File: src/sv/mlqs_pkg.sv
`timescale 1ns / 1ps
package mlqs_pkg;

  // task classes
  localparam logic [1:0] CLS_HIGH = 2'd0;
  localparam logic [1:0] CLS_MID  = 2'd1;
  localparam logic [1:0] CLS_LOW  = 2'd2;

  // result kinds
  localparam logic [1:0] RK_ADMIT_OK  = 2'd0;
  localparam logic [1:0] RK_ADMIT_REJ = 2'd1;
  localparam logic [1:0] RK_SERVED    = 2'd2;
  localparam logic [1:0] RK_IDLE      = 2'd3;

  // request types
  localparam logic REQ_ADMIT = 1'b0;

  // configuration register indexes
  localparam logic [2:0] CFG_BUDGET_HIGH = 3'd0;
  localparam logic [2:0] CFG_BUDGET_MID  = 3'd1;
  localparam logic [2:0] CFG_BUDGET_LOW  = 3'd2;
  localparam logic [2:0] CFG_QUANTUM     = 3'd3;
  localparam logic [2:0] CFG_THRESH_HIGH = 3'd4;
  localparam logic [2:0] CFG_THRESH_MID  = 3'd5;

  // list operations, at most one per cycle
  typedef struct packed {
    logic push;
    logic pop;
    logic drop;
  } lop_t;

endpackage

File: src/sv/multilevel_queue_tick_scheduler.sv
`timescale 1ns / 1ps
// multilevel queue tick scheduler
// start with in_req_type low admits a task (id, score, burst); high is one
// time tick. a word is taken when start is high and busy is low.
// every word gives exactly one result word on the out_ ports, marked by
// out_strobe for one cycle; the receiver cannot stall it.
// an admit's result is registered and appears in the cycle after it is taken, and busy never rises.
// a tick walks a small sequencer: requeue, phase skipping, for the
// shortest-first class one step per listed task through a single shared
// compare unit, slice setup, then service.
// cfg_we writes register cfg_index from cfg_wdata; write only
// while idle. unknown indexes are ignored.
// synchronous reset restores register defaults, empties all queues and
// marks no task active; task storage needs no clearing pass.
module multilevel_queue_tick_scheduler #(
  parameter int MAX_TASKS   = 16,
  parameter int BURST_WIDTH = 16
) (
  input  logic        clk,
  input  logic        rst_n,
  input  logic        start,
  output logic        busy,
  input  logic        in_req_type,
  input  logic [3:0]  in_task_id,
  input  logic [7:0]  in_priority_score,
  input  logic [15:0] in_burst_length,
  output logic        out_strobe,
  output logic [1:0]  out_result_kind,
  output logic [3:0]  out_served_task,
  output logic [1:0]  out_served_class,
  output logic        out_first_service,
  output logic        out_task_done,
  input  logic        cfg_we,
  input  logic [2:0]  cfg_index,
  input  logic [7:0]  cfg_wdata
);
  import mlqs_pkg::*;

  localparam int IDW = (MAX_TASKS > 2) ? $clog2(MAX_TASKS) : 1;
  localparam int CW  = $clog2(MAX_TASKS + 1);
  localparam int BW  = BURST_WIDTH;
  localparam logic [32:0] BMAX = (33'd1 << BW) - 33'd1;

  localparam logic [2:0] S_IDLE  = 3'd0;
  localparam logic [2:0] S_SEL   = 3'd1;
  localparam logic [2:0] S_PICK  = 3'd2;
  localparam logic [2:0] S_SCAN  = 3'd3;
  localparam logic [2:0] S_SLICE = 3'd4;
  localparam logic [2:0] S_SERVE = 3'd5;

  logic [2:0]     state_r;
  logic [7:0]     bud_high_r, bud_mid_r, bud_low_r, quantum_r, thr_high_r, thr_mid_r;
  logic [1:0]     phase_r;
  logic [7:0]     phase_used_r, slice_left_r;
  logic           svc_valid_r, requeue_r, round_served_r;
  logic [IDW-1:0] svc_id_r, svc_pos_r, cand_id_r, cand_pos_r, best_pos_r, best_id_r;
  logic [7:0]     cand_s_r;
  logic [BW-1:0]  best_val_r;
  logic [CW-1:0]  scan_k_r, active_n_r;
  logic           active_r  [MAX_TASKS];
  logic           started_r [MAX_TASKS];
  logic [BW-1:0]  rem_r     [MAX_TASKS];
  logic [1:0]     cls_r     [MAX_TASKS];

  logic [IDW-1:0] hi_head, lo_head, mid_rd, unused_hi_rd, unused_lo_rd, unused_mid_head;
  logic [CW-1:0]  hi_n, mid_n, lo_n;
  lop_t           hi_op, mid_op, lo_op;
  logic [IDW-1:0] hi_push_id;

  assign busy = (state_r != S_IDLE);

  // admit decode
  logic           admit_go, admit_ok;
  logic [IDW-1:0] in_idx;
  logic [1:0]     in_cls;
  logic [BW-1:0]  in_burst;
  assign admit_go = start && !busy && (in_req_type == REQ_ADMIT);
  assign in_idx   = IDW'(in_task_id);
  assign admit_ok = (in_burst_length != '0) && (32'(in_task_id) < 32'(MAX_TASKS)) &&
                    !active_r[in_idx] && (32'(active_n_r) < 32'(MAX_TASKS));
  assign in_cls   = (in_priority_score <= thr_high_r) ? CLS_HIGH :
                    (in_priority_score <= thr_mid_r) ? CLS_MID : CLS_LOW;
  assign in_burst = (33'(in_burst_length) > BMAX) ? BW'(BMAX) : BW'(in_burst_length);

  // shared remaining-ticks read port
  logic [IDW-1:0] rem_idx;
  logic [BW-1:0]  rem_rd;
  always_comb begin
    unique case (state_r)
      S_SCAN:  rem_idx = mid_rd;
      S_SLICE: rem_idx = cand_id_r;
      default: rem_idx = svc_id_r;
    endcase
  end
  assign rem_rd = rem_r[rem_idx];

  // phase budget and occupancy
  logic [7:0]    bud, left, qnt;
  logic [CW-1:0] cnt;
  logic          skip;
  always_comb begin
    unique case (phase_r)
      CLS_HIGH: begin bud = bud_high_r; cnt = hi_n; end
      CLS_MID:  begin bud = bud_mid_r;  cnt = mid_n; end
      default:  begin bud = bud_low_r;  cnt = lo_n; end
    endcase
    skip = (phase_used_r >= bud) || (cnt == '0);
    left = bud - phase_used_r;
    qnt  = (quantum_r == '0) ? 8'd1 : quantum_r;
  end

  // service step values
  logic [BW-1:0] new_rem;
  logic          svc_done;
  logic [1:0]    svc_cls;
  logic [7:0]    slice_dec;
  assign new_rem   = (rem_rd != '0) ? rem_rd - 1'b1 : '0;
  assign svc_done  = (new_rem == '0);
  assign svc_cls   = cls_r[svc_id_r];
  assign slice_dec = slice_left_r - 8'd1;

  // slice length clamp
  logic [7:0] slice_s;
  always_comb begin
    slice_s = (32'(rem_rd) < 32'(cand_s_r)) ? 8'(rem_rd) : cand_s_r;
    if (slice_s == '0) slice_s = 8'd1;
  end

  // list operations
  logic requeue_go;
  assign requeue_go = (state_r == S_SEL) && !(svc_valid_r && slice_left_r != '0) &&
                      requeue_r && (32'(hi_n) < 32'(MAX_TASKS));
  always_comb begin
    hi_op  = '0;
    mid_op = '0;
    lo_op  = '0;
    hi_push_id = requeue_go ? svc_id_r : in_idx;
    hi_op.push  = (admit_go && admit_ok && in_cls == CLS_HIGH) || requeue_go;
    mid_op.push = admit_go && admit_ok && in_cls == CLS_MID;
    lo_op.push  = admit_go && admit_ok && in_cls == CLS_LOW;
    hi_op.pop   = (state_r == S_PICK) && !skip && (phase_r == CLS_HIGH);
    lo_op.drop  = (state_r == S_SERVE) && svc_done && svc_cls == CLS_LOW;
    mid_op.drop = (state_r == S_SERVE) && svc_done && svc_cls == CLS_MID;
  end

  mlqs_list #(.DEPTH(MAX_TASKS), .IDW(IDW), .CW(CW)) u_high (
    .clk, .rst_n, .op(hi_op), .push_id(hi_push_id), .drop_pos(svc_pos_r),
    .rd_idx('0), .head(hi_head), .rd_data(unused_hi_rd), .count(hi_n)
  );
  mlqs_list #(.DEPTH(MAX_TASKS), .IDW(IDW), .CW(CW)) u_mid (
    .clk, .rst_n, .op(mid_op), .push_id(in_idx), .drop_pos(svc_pos_r),
    .rd_idx(scan_k_r[IDW-1:0]), .head(unused_mid_head), .rd_data(mid_rd), .count(mid_n)
  );
  mlqs_list #(.DEPTH(MAX_TASKS), .IDW(IDW), .CW(CW)) u_low (
    .clk, .rst_n, .op(lo_op), .push_id(in_idx), .drop_pos(svc_pos_r),
    .rd_idx('0), .head(lo_head), .rd_data(unused_lo_rd), .count(lo_n)
  );

  // task storage, no reset
  always_ff @(posedge clk) begin
    if (admit_go && admit_ok) begin
      rem_r[in_idx] <= in_burst;
      cls_r[in_idx] <= in_cls;
    end else if (state_r == S_SERVE) begin
      rem_r[svc_id_r] <= new_rem;
    end
  end

  // configuration registers
  always_ff @(posedge clk) begin
    if (!rst_n) begin
      bud_high_r <= 8'd5;
      bud_mid_r  <= 8'd3;
      bud_low_r  <= 8'd2;
      quantum_r  <= 8'd2;
      thr_high_r <= 8'd10;
      thr_mid_r  <= 8'd20;
    end else if (cfg_we) begin
      unique case (cfg_index)
        CFG_BUDGET_HIGH: bud_high_r <= cfg_wdata;
        CFG_BUDGET_MID:  bud_mid_r  <= cfg_wdata;
        CFG_BUDGET_LOW:  bud_low_r  <= cfg_wdata;
        CFG_QUANTUM:     quantum_r  <= cfg_wdata;
        CFG_THRESH_HIGH: thr_high_r <= cfg_wdata;
        CFG_THRESH_MID:  thr_mid_r  <= cfg_wdata;
        default: ;
      endcase
    end
  end

  // sequencer
  always_ff @(posedge clk) begin
    if (!rst_n) begin
      state_r        <= S_IDLE;
      phase_r        <= CLS_HIGH;
      phase_used_r   <= '0;
      slice_left_r   <= '0;
      svc_valid_r    <= 1'b0;
      requeue_r      <= 1'b0;
      round_served_r <= 1'b0;
      active_n_r     <= '0;
      out_strobe     <= 1'b0;
      for (int i = 0; i < MAX_TASKS; i++) begin
        active_r[i]  <= 1'b0;
        started_r[i] <= 1'b0;
      end
    end else begin
      out_strobe <= 1'b0;
      unique case (state_r)
        S_IDLE: begin
          if (start) begin
            if (in_req_type == REQ_ADMIT) begin
              out_strobe        <= 1'b1;
              out_result_kind   <= admit_ok ? RK_ADMIT_OK : RK_ADMIT_REJ;
              out_served_task   <= '0;
              out_served_class  <= '0;
              out_first_service <= 1'b0;
              out_task_done     <= 1'b0;
              if (admit_ok) begin
                active_r[in_idx]  <= 1'b1;
                started_r[in_idx] <= 1'b0;
                active_n_r        <= active_n_r + 1'b1;
              end
            end else begin
              state_r <= S_SEL;
            end
          end
        end
        S_SEL: begin
          if (svc_valid_r && slice_left_r != '0) begin
            state_r <= S_SERVE;
          end else begin
            if (requeue_r) begin
              requeue_r   <= 1'b0;
              svc_valid_r <= 1'b0;
            end
            state_r <= S_PICK;
          end
        end
        S_PICK: begin
          if (skip) begin
            phase_used_r <= '0;
            if (phase_r != CLS_LOW) begin
              phase_r <= phase_r + 2'd1;
            end else begin
              phase_r <= CLS_HIGH;
              if (!round_served_r) begin
                out_strobe        <= 1'b1;
                out_result_kind   <= RK_IDLE;
                out_served_task   <= '0;
                out_served_class  <= '0;
                out_first_service <= 1'b0;
                out_task_done     <= 1'b0;
                state_r           <= S_IDLE;
              end else begin
                round_served_r <= 1'b0;
              end
            end
          end else begin
            unique case (phase_r)
              CLS_HIGH: begin
                cand_id_r  <= hi_head;
                cand_pos_r <= '0;
                cand_s_r   <= (left < qnt) ? left : qnt;
                state_r    <= S_SLICE;
              end
              CLS_MID: begin
                best_pos_r <= '0;
                best_id_r  <= '0;
                best_val_r <= '1;
                scan_k_r   <= '0;
                state_r    <= S_SCAN;
              end
              default: begin
                cand_id_r  <= lo_head;
                cand_pos_r <= '0;
                cand_s_r   <= left;
                state_r    <= S_SLICE;
              end
            endcase
          end
        end
        S_SCAN: begin
          // one list entry per cycle through the compare unit
          if (scan_k_r < mid_n) begin
            if (scan_k_r == '0 || rem_rd < best_val_r) begin
              best_val_r <= rem_rd;
              best_pos_r <= scan_k_r[IDW-1:0];
              best_id_r  <= mid_rd;
            end
            scan_k_r <= scan_k_r + 1'b1;
          end else begin
            cand_id_r  <= best_id_r;
            cand_pos_r <= best_pos_r;
            cand_s_r   <= left;
            state_r    <= S_SLICE;
          end
        end
        S_SLICE: begin
          svc_id_r     <= cand_id_r;
          svc_pos_r    <= cand_pos_r;
          svc_valid_r  <= 1'b1;
          slice_left_r <= slice_s;
          state_r      <= S_SERVE;
        end
        default: begin
          // serve one tick
          out_strobe          <= 1'b1;
          out_result_kind     <= RK_SERVED;
          out_served_task     <= 4'(svc_id_r);
          out_served_class    <= svc_cls;
          out_first_service   <= !started_r[svc_id_r];
          out_task_done       <= svc_done;
          started_r[svc_id_r] <= 1'b1;
          phase_used_r        <= phase_used_r + 8'd1;
          round_served_r      <= 1'b1;
          state_r             <= S_IDLE;
          if (svc_done) begin
            active_r[svc_id_r] <= 1'b0;
            if (active_n_r != '0) active_n_r <= active_n_r - 1'b1;
            svc_valid_r  <= 1'b0;
            slice_left_r <= '0;
          end else begin
            slice_left_r <= slice_dec;
            if (slice_dec == '0) begin
              if (svc_cls == CLS_HIGH) requeue_r <= 1'b1;
              else svc_valid_r <= 1'b0;
            end
          end
        end
      endcase
    end
  end

endmodule

File: src/sv/mlqs_list.sv
`timescale 1ns / 1ps
module mlqs_list #(
  parameter int DEPTH = 16,
  parameter int IDW   = 4,
  parameter int CW    = 5
) (
  input  logic              clk,
  input  logic              rst_n,
  input  mlqs_pkg::lop_t    op,
  input  logic [IDW-1:0]    push_id,
  input  logic [IDW-1:0]    drop_pos,
  input  logic [IDW-1:0]    rd_idx,
  output logic [IDW-1:0]    head,
  output logic [IDW-1:0]    rd_data,
  output logic [CW-1:0]     count
);
  import mlqs_pkg::*;

  logic [IDW-1:0] ent_r [DEPTH];
  logic [CW-1:0]  count_r;

  assign head    = ent_r[0];
  assign rd_data = ent_r[rd_idx];
  assign count   = count_r;

  // fill count
  always_ff @(posedge clk) begin
    if (!rst_n) begin
      count_r <= '0;
    end else if (op.push) begin
      count_r <= count_r + 1'b1;
    end else if (op.pop || op.drop) begin
      count_r <= count_r - 1'b1;
    end
  end

  // entries: append at tail, take from head, or close a gap
  always_ff @(posedge clk) begin
    if (op.push) begin
      ent_r[count_r[IDW-1:0]] <= push_id;
    end else if (op.pop) begin
      for (int i = 0; i < DEPTH - 1; i++) ent_r[i] <= ent_r[i+1];
    end else if (op.drop) begin
      for (int i = 0; i < DEPTH - 1; i++) begin
        if (IDW'(i) >= drop_pos) ent_r[i] <= ent_r[i+1];
      end
    end
  end

endmodule
File: config.mk
export PLATFORM = sky130hd
export DESIGN_NAME = multilevel_queue_tick_scheduler
export DESIGN_NICKNAME = d
export VERILOG_FILES = /design/src/sv/mlqs_pkg.sv /design/src/sv/multilevel_queue_tick_scheduler.sv /design/src/sv/mlqs_list.sv
export SDC_FILE = /design/constraint.sdc
export NUM_CORES = 1
export LEC_CHECK = 0
export BUFFER_PORTS_ARGS = -buffer_cell sky130_fd_sc_hd__buf_2
export CORE_MARGIN = 3
export CORE_UTILIZATION = 35
export DETAILED_ROUTE_END_ITERATION = 12
export PLACE_DENSITY = 0.48
export SYNTH_ARGS = -nofsm -noshare
export SYNTH_HDL_FRONTEND = slang
export SYNTH_SLANG_ARGS = --single-unit
export TNS_END_PERCENT = 100
File: constraint.sdc
create_clock -name clk -period 6.5 [get_ports clk]
set_input_delay 0.65 -clock clk [delete_from_list [all_inputs] [get_ports clk]]
set_output_delay 0.65 -clock clk [all_outputs]
set_load 0.02 [all_outputs]
# After elaboration in Yosys (flattened, before gate mapping)
# Memory sizes are Yosys's and may differ from the RTL's. A register that Yosys moved wholly into a read port is not among the register bits.
# Index checks and enable logic that the tools add are counted.
# word_totals
ff_bits,156
latchBits,0
ramBits,512
mem_bits_ro,0
input_bits,44
output_inout_bits,12
memories,7
# memory_table
name,words,word_bits,read_ports,rd_ports_with_merged_regs,write_ports,line_no,text
rem_r,16,16,1,0,1,multilevel_queue_tick_scheduler.sv:62,logic [BW-1:0] rem_r [MAX_TASKS];
u_high.ent_r,16,4,16,0,15,mlqs_list.sv:19,logic [IDW-1:0] ent_r [DEPTH];
u_low.ent_r,16,4,16,0,15,mlqs_list.sv:19,
u_mid.ent_r,16,4,16,1,15,mlqs_list.sv:19,
cls_r,16,2,1,1,1,multilevel_queue_tick_scheduler.sv:63,logic [1:0] cls_r [MAX_TASKS];
active_r,16,1,1,0,16,multilevel_queue_tick_scheduler.sv:60,logic active_r [MAX_TASKS];
1 more memories,-,-,-,-,-,-,
# classes
add_sub_neg,14
n_mul,0
n_div,0
n_lt_le_gt_ge,24
n_eq_ne,35
shifts,0
mux,272
bitwise,6
reduce_logical,83
# ops
operator,n
two-way mux 1 bit,167
two-way mux 4 bit,31
two-way mux 16 bit,6
case mux 8 bit (2 select lines),5
two-way mux 5 bit,14
two-way mux 8 bit,8
case mux 4 bit (2 select lines),6
case mux 16 bit (2 select lines),1
nonzero test 16 bit,2
"!= test 2 bit, second input constant",15
case mux 5 bit (2 select lines),3
"greater-or-equal comparator 4 bit, first input constant",7
OR reduction 4 bit,7
two-way mux 2 bit,13
"adder 5 x 1 -> 5 bit, second input constant",5
AND reduction 5 bit,5
zero test 8 bit,3
two-way mux 3 bit,8
"subtractor 5 x 1 -> 5 bit, second input constant",4
AND reduction 2 bit,9
logical AND 1 bit,17
"greater-or-equal comparator 3 x 4 -> 1 bit, first input constant",4
<= comparator 8 bit,2
zero test 16 bit,1
44 further kinds,91

# Depth between registers and ports, before layout
# Gate-level depths: netlist (run 1).
# An unclocked memory read counts as a cell.
# logic_depth
ltp_word,13
mapped_depth,28
ltp_nobuf,22

# By module
# From an unflattened synthesis (run 1), not the netlist that was laid out.
# hier_totals
hier_cells,2807
area_unflattened_um2,34211.6
# by_module_without_submodules
module,n_inst,cells_per_inst,area_per_inst_um2,seq_area_each_um2
multilevel_queue_tick_scheduler,1,2009,22723.0,12822.3
mlqs_list (u_high ...),2,268,3797.4,2021.9
mlqs_list (u_low),1,262,3893.7,2021.9

# Least setup slack after synthesis (run 1)
# Ideal clock, no wire load.
# synth_timing
path_kind,register -> register
start,register phase_r[0]
end,register best_id_r[0] (enable)
arrival_time_ns,5.953
required_ns,6.058
setup_slack_ns,0.105
path_stages_with_launch,20
path_cell_list,dfxtp_1 > clkbuf_1 > clkbuf_1 > mux2i_1 > nor2_1 > a21oi_1 > ha_1 > fa_1 > nor2b_1 > o21ai_0 > a21boi_0 > o21ai_0 > a21boi_0 > o21ai_0 > a2111oi_0 > nand2b_1 > nand2_1 > nor2_1 > nand2_1 > a211oi_1
# synth_between
elab_chain_cells,6
# synth_rtl
item,line_no,text
from (decl),multilevel_queue_tick_scheduler.sv:53,logic [1:0] phase_r;
from (signal assigned),multilevel_queue_tick_scheduler.sv:244,phase_r <= phase_r + 2'd1;
equality test 2 x 1 -> 1 bit / zero test 2 bit (equally long branches),"multilevel_queue_tick_scheduler.sv:102, multilevel_queue_tick_scheduler.sv:260",
case mux 8 bit (2 select lines) / case mux 5 bit (2 select lines) (equally long branches),multilevel_queue_tick_scheduler.sv:102,unique case (phase_r)
greater-or-equal comparator 8 bit / zero test 5 bit (equally long branches),multilevel_queue_tick_scheduler.sv:107,skip = (phase_used_r >= bud) || (cnt == '0);
logical OR 1 bit,multilevel_queue_tick_scheduler.sv:107,
!= test 2 bit (no source line),-,
AND reduction 6 bit (no source line) *,-,
to (signal assigned),multilevel_queue_tick_scheduler.sv:289,best_id_r <= mid_rd;
to (decl),multilevel_queue_tick_scheduler.sv:56,"logic [IDW-1:0] svc_id_r, svc_pos_r, cand_id_r, cand_pos_r, best_pos_r, best_id_r;"
# Mark *: on every way between the ends. The rest lies on a longest branch, timed or not.
# A chain may end at the register's enable or synchronous reset.

==> results of run 1 <==
==> repair_timing <==
item | 4_1_cts | 5_1_grt
endpoints found under the setup margin | 0 | 121
gates resized for setup | 0 | 3
hold endpoints to repair | 0 | 0
hold buffers | 0 | 0
==> metal layers <==
layer / wire (um) / track usage / up-vias / share of wire
met3: 4730 / 0.0278 / 154 / 0.047
met1: 45400 / 0.274 / 11900 / 0.45
met2: 48800 / 0.339 / 624 / 0.48
li1: - / - / 10700 / -
met5: 10 / 0 / - / 0.000099
met4: 2340 / 0.0577 / 2 / 0.023
==> power groups by stage <==
stage               Clock [mW]  Sequential, mW  Combinational [mW]
floorplan                    0            5.12                1.69
CTS                       4.43            5.06                2.63
detailed placement           0            5.15                2.61
finish                    4.33            5.06                2.62
global route              4.61            5.08                2.87
global placement             0            5.15                2.57
==> kinds of logic (layout without fill, tap and decap cells) <==
family / count (synthesis) / after routing / share of synthesized area
compound gates: 692 / 692 / 0.141
xor+xnor: 36 / 36 / 0.00944
fa+ha+maj: 82 / 82 / 0.0319
buf+inv: 272 / 413 / 0.0356
flops: 676 / 676 / 0.568
mux: 264 / 264 / 0.0960
simple gates: 750 / 750 / 0.118
==> tightest hold or removal path, delay by kind of cell <==
| family | cells | cell delay, ps |
|---|---|---|
| buf+inv | 1 | 150 |
| compound gates | 1 | 50 |
| simple gates | 1 | 70 |
==> cell usage after synthesis (41+ instances only) <==
cell / n / area [um^2]
nand3_1: 80 / 400
ha_1: 77 / 963
edfxtp_1: 543 / 16300
mux2_2: 118 / 1330
clkbuf_1: 108 / 405
o21ai_0: 161 / 806
dfxtp_1: 133 / 2660
mux2i_1: 76 / 761
inv_1: 92 / 345
a21oi_1: 135 / 676
nor2_1: 136 / 510
o21a_1: 68 / 510
nand2_1: 258 / 968
mux2_1: 41 / 462
==> cell type report <==
type,instances,share of cell area
Timing Repair Buffer,173,0.0331
Tap cell,1254,0.0412
Multi-Input combinational cell,1824,0.351
Inverter,97,0.00957
Clock inverter,40,0.0102
Sequential cell,676,0.499
Clock buffer,103,0.0562
==> metrics by stage <==
step | setup WS, ps | power [mW] | hold WS (ps) | instances
6_report | 299 | 12.0 | 344 | 4167
3_5_place_dp | 279 | 7.76 | 407 | 4024
2_1_floorplan | 105 | 6.81 | 400 | 2772
5_1_grt | 19.8 | 12.6 | 324 | 4167
4_1_cts | 243 | 12.1 | 297 | 4167
3_3_place_gp | 384 | 7.71 | 405 | 4024
==> flip-flops by register name (all words and copies together) (netlist names), 16 cells and up, named ones only <==
name          count
rem_r           256
u_high.ent_r     64
u_low.ent_r      64
u_mid.ent_r      64
cls_r            32
active_r         16
best_val_r       16
started_r        16
==> worst paths after layout <==
| path | start | end | slack [ps] | cells past startpoint |
|---|---|---|---|---|
| worst max-delay path | flop | u_mid.ent_r[2][3] | 300 | 17 |
| worst min-delay path | cfg_wdata[6] | thr_mid_r[6] | 340 | 3 |
| worst max register to register | flop | u_mid.ent_r[2][3] | 300 | 17 |
| worst min register to register | cand_pos_r[1] | svc_pos_r[1] | 420 | 0 |
==> results.toml, run 1 <==
[status]
status = "finished clean"

[clock_network]
cts.sinks = 676
root_buffer = "clkbuf_16"
cts_tree = "done"
cts_buffer_depth = 3
cts_setup_buffers = 0
cts_max_level = 3
insertion_delay_ps = 640
cts_buffers = 77
cts.reportedPaths.clkPinSlew_ps = 60

[setup_path]
cp.arrival_ps = 6580
critical_path_class = "flop to flop"
max_stage_delay_ps = 600
worst_path_dominant_cell_family = "multiplexers"
crit_path_cell_trace = "mux4_2, mux4_2, and2_1, a221oi_2, buf_4, nor2_2, a32oi_1, nand2_1, inv_2, ha_1, inv_1, a211oi_4, nand3_1, mux2i_4, nand3_4, nor4_2, mux2_2"
path_max_fanout = 18
crit_top_cell = "mux4_2"
cp.required_ps = 6870
startpoint_type = "flop"
cp-end-kind = "flop"
crit_slowest_cell = "nor4_2"
worst-path-buf-inv = 3

[die]
fp-row-count = 112
io_pins = 56
dieHeight_um = 315
core_area_um2 = 93900
start_util = 0.356
chipWidth_um = 315
die_area_um2 = 99100

[logic_synthesis]
synthFlopType = "edfxtp_1"
synth_warnings = 0
synth_edf_count = 543
syn-num-nets = 2898
async_reset_ff_frac = 0
synth-seq-cells = 676
ys_types = 103
synth_area_per_cell_um2 = 12.0
yosysSeqAreaShare = 0.568
syn_inst = 2772
synth.cell_area_um2 = 33400

[timing]
post-route-period-util = 0.954
tightest_slew_ps = 1260
fin_skew_ps = 30.4
fin_setup_tns_ps = 0
post-route-min-period_ps = 6200
setup-violations-final = 0
max_slew_margin = 0.162
hold_violations = 0
rsz0062_at_grt = "no"
slew_viol_final = 0
max_freq_mhz = 161

[global_routing]
antenna_found_initial = 3
grt_usage = 0.202
grt_max_degree = 78
grt_pass1_vias = 23700
grt_overflow_total = 0
grt_pass1_wl_mm = 153

[route]
ant_nets = 0
first_pass_iters = 5
routedWlPerCell_um = 24.3
vias = 23400
initialDrtViolationCount = 2192
wl_mm = 101
drc_errors = 0
via_per_inst = 5.61

[final_layout]
seq_area_um2 = 19000
final_cell_mix = "543 x edfxtp_1, 257 x nand2_1, 161 x o21ai_0"
layout_commonest_cell = "edfxtp_1"
n_antenna_cell = 0
fin_area_um2 = 38000
layout-drive-gt1-share = 0.181
fill_cells = 8922
syn_to_final_growth_pct = 14.0
multiInputGateArea_um2 = 13400
postLayoutCoreUtil = 0.405
layout.nets = 2975

[power]
p_comb_frac = 0.218
vdd_drop_max_mv = 0.194
power_density_nw_per_um2 = 316
pwr-share-seq = 0.421
swShare = 0.299
leakage_nw = 13.1
netSwitchingPower_mw = 3.59
internal_power_mw = 8.41
pwr-share-clk = 0.360

[worst_hold_path]
hold_class = "primary input to flop"

[placed_design]
postPlaceCellArea_um2 = 35500
place.gp.congestion = 0.852
io_buffers = 55
dpl.hpwl_mm = 68.6

[run]
drv_cap = 0
(Power assumes the default switching activity.)
==> inputs of run 2 (changes only) <==
--- a/config.mk
+++ b/config.mk
@@ -5,11 +5,12 @@
 export SDC_FILE = /design/constraint.sdc
 export NUM_CORES = 1
 export LEC_CHECK = 0
+export ABC_AREA = 1
 export BUFFER_PORTS_ARGS = -buffer_cell sky130_fd_sc_hd__buf_2
 export CORE_MARGIN = 3
 export CORE_UTILIZATION = 35
 export DETAILED_ROUTE_END_ITERATION = 12
-export PLACE_DENSITY = 0.48
+export PLACE_DENSITY = 0.62
 export SYNTH_ARGS = -nofsm -noshare
 export SYNTH_HDL_FRONTEND = slang
 export SYNTH_SLANG_ARGS = --single-unit
==> results.toml, run 2 <==
[die]
io_pins = 56
fp-row-count = 113
die_area_um2 = 99800
chipWidth_um = 316
dieHeight_um = 316
start_util = 0.353
core_area_um2 = 95200

[clock_network]
cts_buffer_depth = 3
cts_buffers = 73
holdBufCountCts = 0
root_buffer = "clkbuf_16"
cts.reportedPaths.clkPinSlew_ps = 60
cts_setup_buffers = 0
cts.sinks = 676
insertion_delay_ps = 640
cts_max_level = 3
cts_tree = "done"

[global_routing]
antenna_found_initial = 1
grt_overflow_total = 0
grt_max_degree = 117
grt_usage = 0.182
grt_pass1_vias = 24700
grt_pass1_wl_mm = 142

[timing]
fin_setup_tns_ps = 0
hold_violations = 0
setup-violations-final = 0
tightest_slew_ps = 1040
max_slew_margin = 0.303
fin_skew_ps = 35.1
max_freq_mhz = 166
rsz0062_at_grt = "no"
post-route-period-util = 0.927
hold_ws_ps = 355
slew_viol_final = 0
post-route-min-period_ps = 6030

[final_layout]
fin_area_um2 = 37900
regMostFlops = "rem_r"
layout-drive-gt1-share = 0.0848
fin_cells = 5065
layout.nets = 3868
largest_reg_flops = 256
final_cell_mix = "856 x nand2_1, 543 x edfxtp_1, 452 x inv_1"
layout_commonest_cell = "nand2_1"
postLayoutCoreUtil = 0.398
syn_to_final_growth_pct = 12.7

[route]
routedWlPerCell_um = 18.1
initialDrtViolationCount = 2618
ant_nets = 0
first_pass_iters = 6
drc_errors = 0
wl_mm = 91.5
via_per_inst = 5.15
vias = 26100

[logic_synthesis]
synth.area.mux_share = 0
synthTopCellsByArea = "edfxtp_1 49%, nand2_1 9.6%, dfxtp_1 7.9%, nand3_1 6.4%, inv_1 5.0%"
synth_warnings = 0
synthFlopType = "edfxtp_1"
ys_types = 57
synth.cell_area_um2 = 33600
syn_inst = 3689
synth_compound_area_frac = 0.0871
synth-simple-area-share = 0.235
yosysSeqAreaShare = 0.564
async_reset_ff_frac = 0
synth-seq-cells = 676
synth_common_cells = "857 x nand2_1, 543 x edfxtp_1, 452 x inv_1"
synth_area_per_cell_um2 = 9.11
synth_xor_area_frac = 0.00730
synth_top_family_by_area = "simple AND/OR/NAND/NOR gates"
synth_edf_count = 543
synth_most_common_cell = "nand2_1"
synth_fa_ha_area_frac = 0.0316
syn-num-nets = 3815
synth_top_area_share = 0.485
synth_top_cell_by_area = "edfxtp_1"

[power]
swShare = 0.331
pwr-share-clk = 0.332
p_comb_frac = 0.265
netSwitchingPower_mw = 4.24
pwr-share-seq = 0.402
internal_power_mw = 8.56
leakage_nw = 15.3
vdd_drop_max_mv = 0.195
power_density_nw_per_um2 = 338

[setup_path]
cp.required_ps = 6830
worst-r2r-cell-count = 29
crit_end = "u_low.ent_r[0][0]"
critical_path_class = "flop to flop"
r2r_start = "state_r[2]"
crit_slowest_cell = "dfxtp_1"
max_stage_delay_ps = 550
crit_top_cell = "nand2_1"
crit_start = "state_r[2]"
cp.arrival_ps = 6360
cp-end-kind = "flop"
startpoint_type = "flop"
r2r_end = "u_low.ent_r[0][0]"
ff2ff_setup_slack_ps = 470
path_max_fanout = 108

[placed_design]
io_buffers = 55
place.gp.congestion = 0.900
placedCellCount = 4931
dpl.hpwl_mm = 60.6
postPlaceCellArea_um2 = 35500

[status]
status = "finished clean"

[worst_hold_path]
hold_class = "primary input to flop"

[run]
drv_cap = 0
==> run 2: changes by cell type after synthesis, moves of 31 or more <==
cell and delta:
mux2i_1 -76, mux2_1 -41, nor2_1 +141, nand3b_1 +81, o21ai_0 +108, nand3_1 +347, o21a_1 -66, inv_1 +360
mux2_2 -118, nand2b_1 -40, nand2_1 +599, clkbuf_1 -34, a32oi_1 -31
==> run 2: cell type report <==
cell class / instances / area (um^2)
multi-input combinational: 2396 / 12200
tap: 1265 / 1580
timing repair buffer: 125 / 917
clock inverter: 38 / 470
antenna: 2 / 5.00
sequential: 676 / 19000
inverter: 470 / 1760
clock buffer: 93 / 1940
fill: 9306 / 57300
==> run 2: metal layers <==
metal  share of wire  track usage  vias up
li1                -            -    12600
met1            0.45        0.258    12400
met2            0.44        0.278      928
met3           0.079       0.0342      167
met4           0.032       0.0633        0
met5               0            0        -
==> run 2: what timing repair did <==
item | CTS | global route
hold endpoints to repair | 0 | 0
resized for setup | 0 | 2
setup endpoints to repair | 0 | 91
==> run 2: worst min path at each step <==
stage,to,slack [ps],cells past startpoint,startpoint
2_1_floorplan,svc_pos_r[0],400,0,cand_pos_r[0]
3_3_place_gp,svc_pos_r[3],400,0,cand_pos_r[3]
3_5_place_dp,svc_pos_r[3],400,0,cand_pos_r[3]
4_1_cts,bud_low_r[5],320,3,cfg_wdata[5]
5_1_grt,bud_mid_r[4],360,3,cfg_wdata[4]
6_report,bud_mid_r[0],350,3,cfg_wdata[0]
==> run 2: logic make-up (layout without fill, tap and decap cells) <==
| group | after synthesis | after routing |
|---|---|---|
| AO/OA/AOI/OAI | 531 | 531 |
| XOR/XNOR | 28 | 28 |
| adder cells (fa/ha/maj) | 82 | 82 |
| buffers and inverters | 618 | 726 |
| flip-flops | 676 | 676 |
| other | 0 | 2 |
| AND/OR/NAND/NOR | 1754 | 1755 |
==> run 2: power groups by stage <==
stage                     Sequential (mW)  Clock, mW  Combinational (mW)
after global routing                 5.17       4.50                3.88
final                                5.15       4.25                3.40
after CTS                            5.15       4.32                3.38
after global placement               5.24          0                3.33
after detailed placement             5.24          0                3.37
after floorplan                      5.20          0                2.47
==> run 2: critical path: cells and delay by family, from the launching register on <==
family	cells	cell delay [ps]
and+or+nand+nor	25	4250
buffers and inverters	4	830
DFF	1	550
==> run 2: through the flow <==
stage | setup slack (ps) | power (mW)
after floorplan | 410 | 7.66
after global placement | 594 | 8.57
after detailed placement | 490 | 8.60
after CTS | 454 | 12.9
after global routing | 41.0 | 13.5
final | 474 | 12.8
